## config.mk

```make
export PLATFORM = sky130hd
export DESIGN_NAME = pptm_queue
export DESIGN_NICKNAME = d
export VERILOG_FILES = /design/src/rtl/core/pptm_pkg.sv /design/src/rtl/core/pptm_queue.sv
export SDC_FILE = /design/constraint.sdc
export NUM_CORES = 1
export LEC_CHECK = 0
export ABC_CLOCK_PERIOD_IN_PS = 11820
export BUFFER_PORTS_ARGS = -buffer_cell sky130_fd_sc_hd__buf_2
export CAP_MARGIN = 20
export CORE_MARGIN = 10
export CORE_UTILIZATION = 56
export DETAILED_ROUTE_END_ITERATION = 12
export PLACE_DENSITY = 0.94
export SLEW_MARGIN = 5
export SYNTH_ARGS = -nofsm -noshare
export SYNTH_HDL_FRONTEND = slang
export SYNTH_SLANG_ARGS = --single-unit
```

## constraint.sdc

```tcl
create_clock -name clk_i -period 11.82 [get_ports clk_i]
set_input_delay 2.364 -clock clk_i [delete_from_list [all_inputs] [get_ports clk_i]]
set_output_delay 2.364 -clock clk_i [all_outputs]
set_load 0.005 [all_outputs]
```

## src/rtl/core/pptm_pkg.sv

```systemverilog
// shared types and constants for the per-cycle peak-to-peak meter
`timescale 1ns / 1ps
`default_nettype none
package pptm_pkg;

  localparam int SAMPLE_BITS = 16;
  localparam int TIME_BITS   = 48;
  localparam int CFG_IDX_BITS = 2;
  localparam int QUEUE_DEPTH = 2;
  localparam int QUEUE_PTR_BITS = $clog2(QUEUE_DEPTH);

  localparam logic signed [SAMPLE_BITS-1:0] SAMPLE_MAX = {1'b0, {(SAMPLE_BITS-1){1'b1}}};
  localparam logic signed [SAMPLE_BITS-1:0] SAMPLE_MIN = {1'b1, {(SAMPLE_BITS-1){1'b0}}};

  localparam logic signed [SAMPLE_BITS-1:0] THRESHOLD_RESET = '0;
  localparam logic [SAMPLE_BITS-1:0]        MIN_RANGE_RESET = SAMPLE_BITS'(1);

  typedef enum logic [CFG_IDX_BITS-1:0] {
    CFG_THRESHOLD = 2'd0,
    CFG_MIN_RANGE = 2'd1
  } cfg_index_e;

  // classified sample handed from front to back
  typedef struct packed {
    logic signed [SAMPLE_BITS-1:0] value;
    logic [TIME_BITS-1:0]          stamp;
    logic                          start;
    logic                          above;
  } item_t;

  typedef struct packed {
    logic [SAMPLE_BITS-1:0] peak_to_peak;
    logic [TIME_BITS-1:0]   minimum_time;
    logic [TIME_BITS-1:0]   previous_duration;
    logic                   previous_valid;
    logic [SAMPLE_BITS-1:0] display_range;
    logic [SAMPLE_BITS-1:0] display_midpoint;
  } result_t;

endpackage
`default_nettype wire

```

## src/rtl/core/pptm_queue.sv

```systemverilog
// short queue of classified samples between front and back
`timescale 1ns / 1ps
`default_nettype none
module pptm_queue
  import pptm_pkg::*;
(
  input  wire logic  clk_i,
  input  wire logic  rst_ni,
  input  wire logic  push_valid_i,
  output      logic  push_ready_o,
  input  wire item_t push_item_i,
  output      logic  pop_valid_o,
  input  wire logic  pop_ready_i,
  output      item_t pop_item_o
);

  item_t                     slot_q [QUEUE_DEPTH];
  logic [QUEUE_PTR_BITS-1:0] wr_ptr_q, wr_ptr_d;
  logic [QUEUE_PTR_BITS-1:0] rd_ptr_q, rd_ptr_d;
  logic [QUEUE_PTR_BITS:0]   count_q, count_d;
  logic                      push, pop;

  assign push_ready_o = (count_q != (QUEUE_PTR_BITS+1)'(QUEUE_DEPTH));
  assign pop_valid_o  = (count_q != '0);
  assign pop_item_o   = slot_q[rd_ptr_q];
  assign push         = push_valid_i && push_ready_o;
  assign pop          = pop_valid_o && pop_ready_i;

  always_comb begin
    wr_ptr_d = wr_ptr_q;
    rd_ptr_d = rd_ptr_q;
    count_d  = count_q;
    if (push) begin
      wr_ptr_d = (wr_ptr_q == QUEUE_PTR_BITS'(QUEUE_DEPTH - 1)) ? '0 : wr_ptr_q + 1'b1;
    end
    if (pop) begin
      rd_ptr_d = (rd_ptr_q == QUEUE_PTR_BITS'(QUEUE_DEPTH - 1)) ? '0 : rd_ptr_q + 1'b1;
    end
    if (push && !pop) begin
      count_d = count_q + 1'b1;
    end else if (pop && !push) begin
      count_d = count_q - 1'b1;
    end
  end

  always_ff @(posedge clk_i or negedge rst_ni) begin
    if (!rst_ni) begin
      wr_ptr_q <= '0;
      rd_ptr_q <= '0;
      count_q  <= '0;
    end else begin
      wr_ptr_q <= wr_ptr_d;
      rd_ptr_q <= rd_ptr_d;
      count_q  <= count_d;
    end
  end

  always_ff @(posedge clk_i) begin
    if (push) begin
      slot_q[wr_ptr_q] <= push_item_i;
    end
  end

endmodule
`default_nettype wire

```

==> implementation parameters <==
Parameter                              Value

STA
  Time the worst path needs with I/O delays and setup ... 4.615 ns
  Worst hold slack after final layout ... 0.5147 ns
  Worst Max-Slew Pin Slew ... ~1.1 ns
  Slack of the critical path ... 7.205 ns
  Setup repair after global routing missed its margin ... false
  Worst clock skew ... around 0.0092 ns
  Final setup viols ... 0
  Setup TNS after final layout ... 0 ns
  Number of max-slew violations in the final report ... 0
  Max-slew headroom ... 0.2972
  Fin. Hold Viols ... 0
  Portion of the clock cycle consumed by the worst path in the final layout ... 0.3905
  Highest clock rate ... between 0.2 and 0.25 GHz

Layout
  Final Instance Count excl. Fillers ... 495
  Fraction of layout instances using a drive strength above 1 ... 0.6202
  Fillcell total ... 545
  Inserted Diodes ... 0
  Design area ... 0.006430 mm²
  Area growth syn-to-layout ... 26.83%
  Post-layout util ... 0.7337
  Net count of the finished layout ... 445

Die
  Die Footprint ... 0.01326 mm²
  Floorplan Core Area ... 0.008763 mm²
  Die width ... 115.2 µm
  Number of rows in the core area ... 34
  Initial Util ... 0.5785
  Number of ports placed on the die boundary ... 138
  Die outline height ... around 120 µm

Critical path
  Cell breakdown of the critical path ... mux2_2 > buf_2
  Maximum fanout encountered on the critical timing path ... 67
  Slowest cell on the critical path ... dfrtp_4
  Worst Reg-to-Reg Cells ... 4
  Crit path arrival time ... between 2 and 2.5 ns
  Start-to-end type of the worst setup path ... reg -> out
  Largest stage delay on the critical path ... 1.11 ns
  Worst Setup End Kind ... primary output
  Count of buffer and inverter cells on the critical path ... 1
  Top delay family on crit path ... flip-flops
  Data required time at the worst endpoint ... 9.46 ns
  Total number of cells along the worst setup path ... 2
  Kind of start point of the critical path ... flip-flop
  Flop-to-flop setup slack ... 9.39 ns

Global route
  Met2 GRT Util ... 0.2549
  Number of global-route vias before repair ... 2,878
  First-pass GRT wire length ... 14,930 µm
  Largest net degree at the start of global routing ... 68
  Total congestion overflow after global routing ... 0
  GRT Total Usage ... 0.1467
  Gr busiest metal ... met2
  Met3 usage in global routing ... 0.06927
  Met1 track demand over resource in global routing ... 0.1533
  Antenna violations before repair ... 1

Clock tree
  Post-CTS repair timing setup buffer count ... 0
  Hold bufs inserted after CTS ... 0
  TritonCTS clock tree ... yes
  H-Tree Level Count ... 4
  Maximum root-to-sink buffer count ... 2
  Number of clock buffers inserted by TritonCTS ... 17
  Clk slew on worst S/H paths ... 0.06 ns
  Number of gates given a new drive strength after cts ... 0
  Clock latency of the later-clocked register in the worst-skew pair ... roughly 0.50 ns
  Number of clock sinks seen by CTS ... 136
  Clock root buffer master ... clkbuf_8

Synth
  Dominant cells by area after synthesis ... edfxtp_1 78%, mux2_4 8.9%, mux2_2 8.0%
  Number of enable flip-flop cells after synthesis ... 132
  Number of instances in the synthesized netlist ... 223
  Most used standard cell by instance count after synthesis ... edfxtp_1
  Net count after synthesis ... 294
  Cell accounting for the most synthesized area ... edfxtp_1
  Average cell area after synthesis ... 22.73 µm²
  Cell variety after synth ... 16
  Flip-flop and latch count after synthesis ... 136
  Register area share after synthesis ... 0.8016
  Share of synthesized flip-flops with an asynchronous set or reset ... 0.02941
  Synth top area share ... 0.7818
  Ys Warns ... 0
  Cell types with the highest counts after synthesis ... 132 x edfxtp_1, 36 x mux2_2, 30 x mux2_4
  Cell area after technology mapping ... 0.005070 mm²
  Top flip-flop cell by instance count after synthesis ... edfxtp_1

Detailed routing
  WL per Instance ... 19.48 µm
  Number of DRC markers after the initial detailed-route iteration ... 130
  Length of the first detailed-routing pass in iterations ... 4
  Vias per cell ... 5.123
  DR vias ... 2,536
  Wire length after detailed routing ... 9644 µm
  DRC viols ... 0
  Antenna-violating nets left ... 0

Hold path
  Hold path cells ... 1
  Path class of the lowest-slack min-delay path ... reg -> reg

Power and ir drop
  Sequential group share of total power ... 0.456
  Net switching power ... 0.4525 mW
  Proportion of power drawn by combinational gates ... 0.240
  Total power divided by cell area ... 253.6 mW/mm²
  Switching share of power ... 0.2775
  Maximum vdd drop ... 0.0002621 V
  Pleak ... 2.536 nW
  Clock Power Share ... 0.304
  Cell-internal power ... 1.178 mW
  Overall power after layout ... 1.631 mW

Placement
  GP Congestion ... roughly 0.70
  Worst slack, placed ... 7.479 ns
  Port bufs ... around 140
  Placed Area ... 0.005862 mm²
  Detailed-placement wirelength estimate ... 6612 µm
  Number of cells in the design after placement ... about 460

Outcome
  Status ... finished clean

Run
  # Max-Cap Violations ... 0
[cell families after synthesis]
group                    Yosys count  share of synthesized area
flip-flops                       136                     0.8016
multiplexers                      66                     0.1688
buffers and inverters              8                    0.01184
AND/OR/NAND/NOR                    7                   0.006667
XOR/XNOR                           5                   0.008639
adder cells (fa/ha/maj)            1                   0.002468
[power groups by stage]
stage               Combinational (mW)  Sequential (mW)  Clock [mW]
finish                           0.391            0.744       0.496
global route                     0.427            0.759       0.528
CTS                              0.402            0.746       0.507
detailed placement               0.400            0.755           0
global placement                 0.391            0.745           0
floorplan                        0.291            0.698           0
[flip-flops by register name (all words and copies together), names as in the netlist]
register / count
slot_q: 132
count_q: 2
rd_ptr_q: 1
wr_ptr_q: 1
[per-layer routing]
layer	part of all wire	wire, µm
met5	0.00073	7
met4	0.012	116
met3	0.081	777
met2	0.53	5096
met1	0.38	3646
[final timing paths]
check                           startpoint              to
worst min register to register  count_q[1]      count_q[1]
worst min-delay path            count_q[1]      count_q[1]
worst max register to register  count_q[0]   slot_q[0][29]
max in group asynchronous           rst_ni        rd_ptr_q
min in group asynchronous           rst_ni        wr_ptr_q
worst max-delay path              rd_ptr_q  pop_item_o[53]
[layout make-up]
type	instances	area [µm²]	area share
clock buffers	17	414.1	0.06441
clock inverters	15	153.9	0.02393
inverters	1	3.754	0.0005838
multi-input cells	79	954.7	0.1485
flip-flops and latches	136	4068	0.6326
well taps	108	135.1	0.02102
repair buffers	139	700.7	0.1090
[worst reg2reg max path, cell delays in order, from the launching register on]
cell	delay (ns)
dfrtp_1	0.42
nand2b_1	0.16
nand2_1	0.16
nor2_4	0.80
buf_4	0.54
[cell usage in the layout, fill, tap and decap left out]
cell,synthesis,routed
inv_1,1,1
clkbuf_8,0,1
inv_8,0,3
or2_2,1,1
clkinv_1,0,1
dfrtp_1,4,3
dfrtp_4,0,1
mux2_2,36,36
and3_2,0,1
buf_4,1,2
nor2_1,2,1
edfxtp_1,132,132
ha_1,1,1
clkinv_4,0,3
xnor2_1,3,3
bufinv_16,0,1
clkbuf_16,0,16
mux2_4,30,30
inv_6,0,6
nor2_4,0,1
nand2_1,2,2
buf_2,3,137
xor2_1,2,2
clkinvlp_4,0,1
nand2b_1,1,1
(Power assumes the default switching activity.)
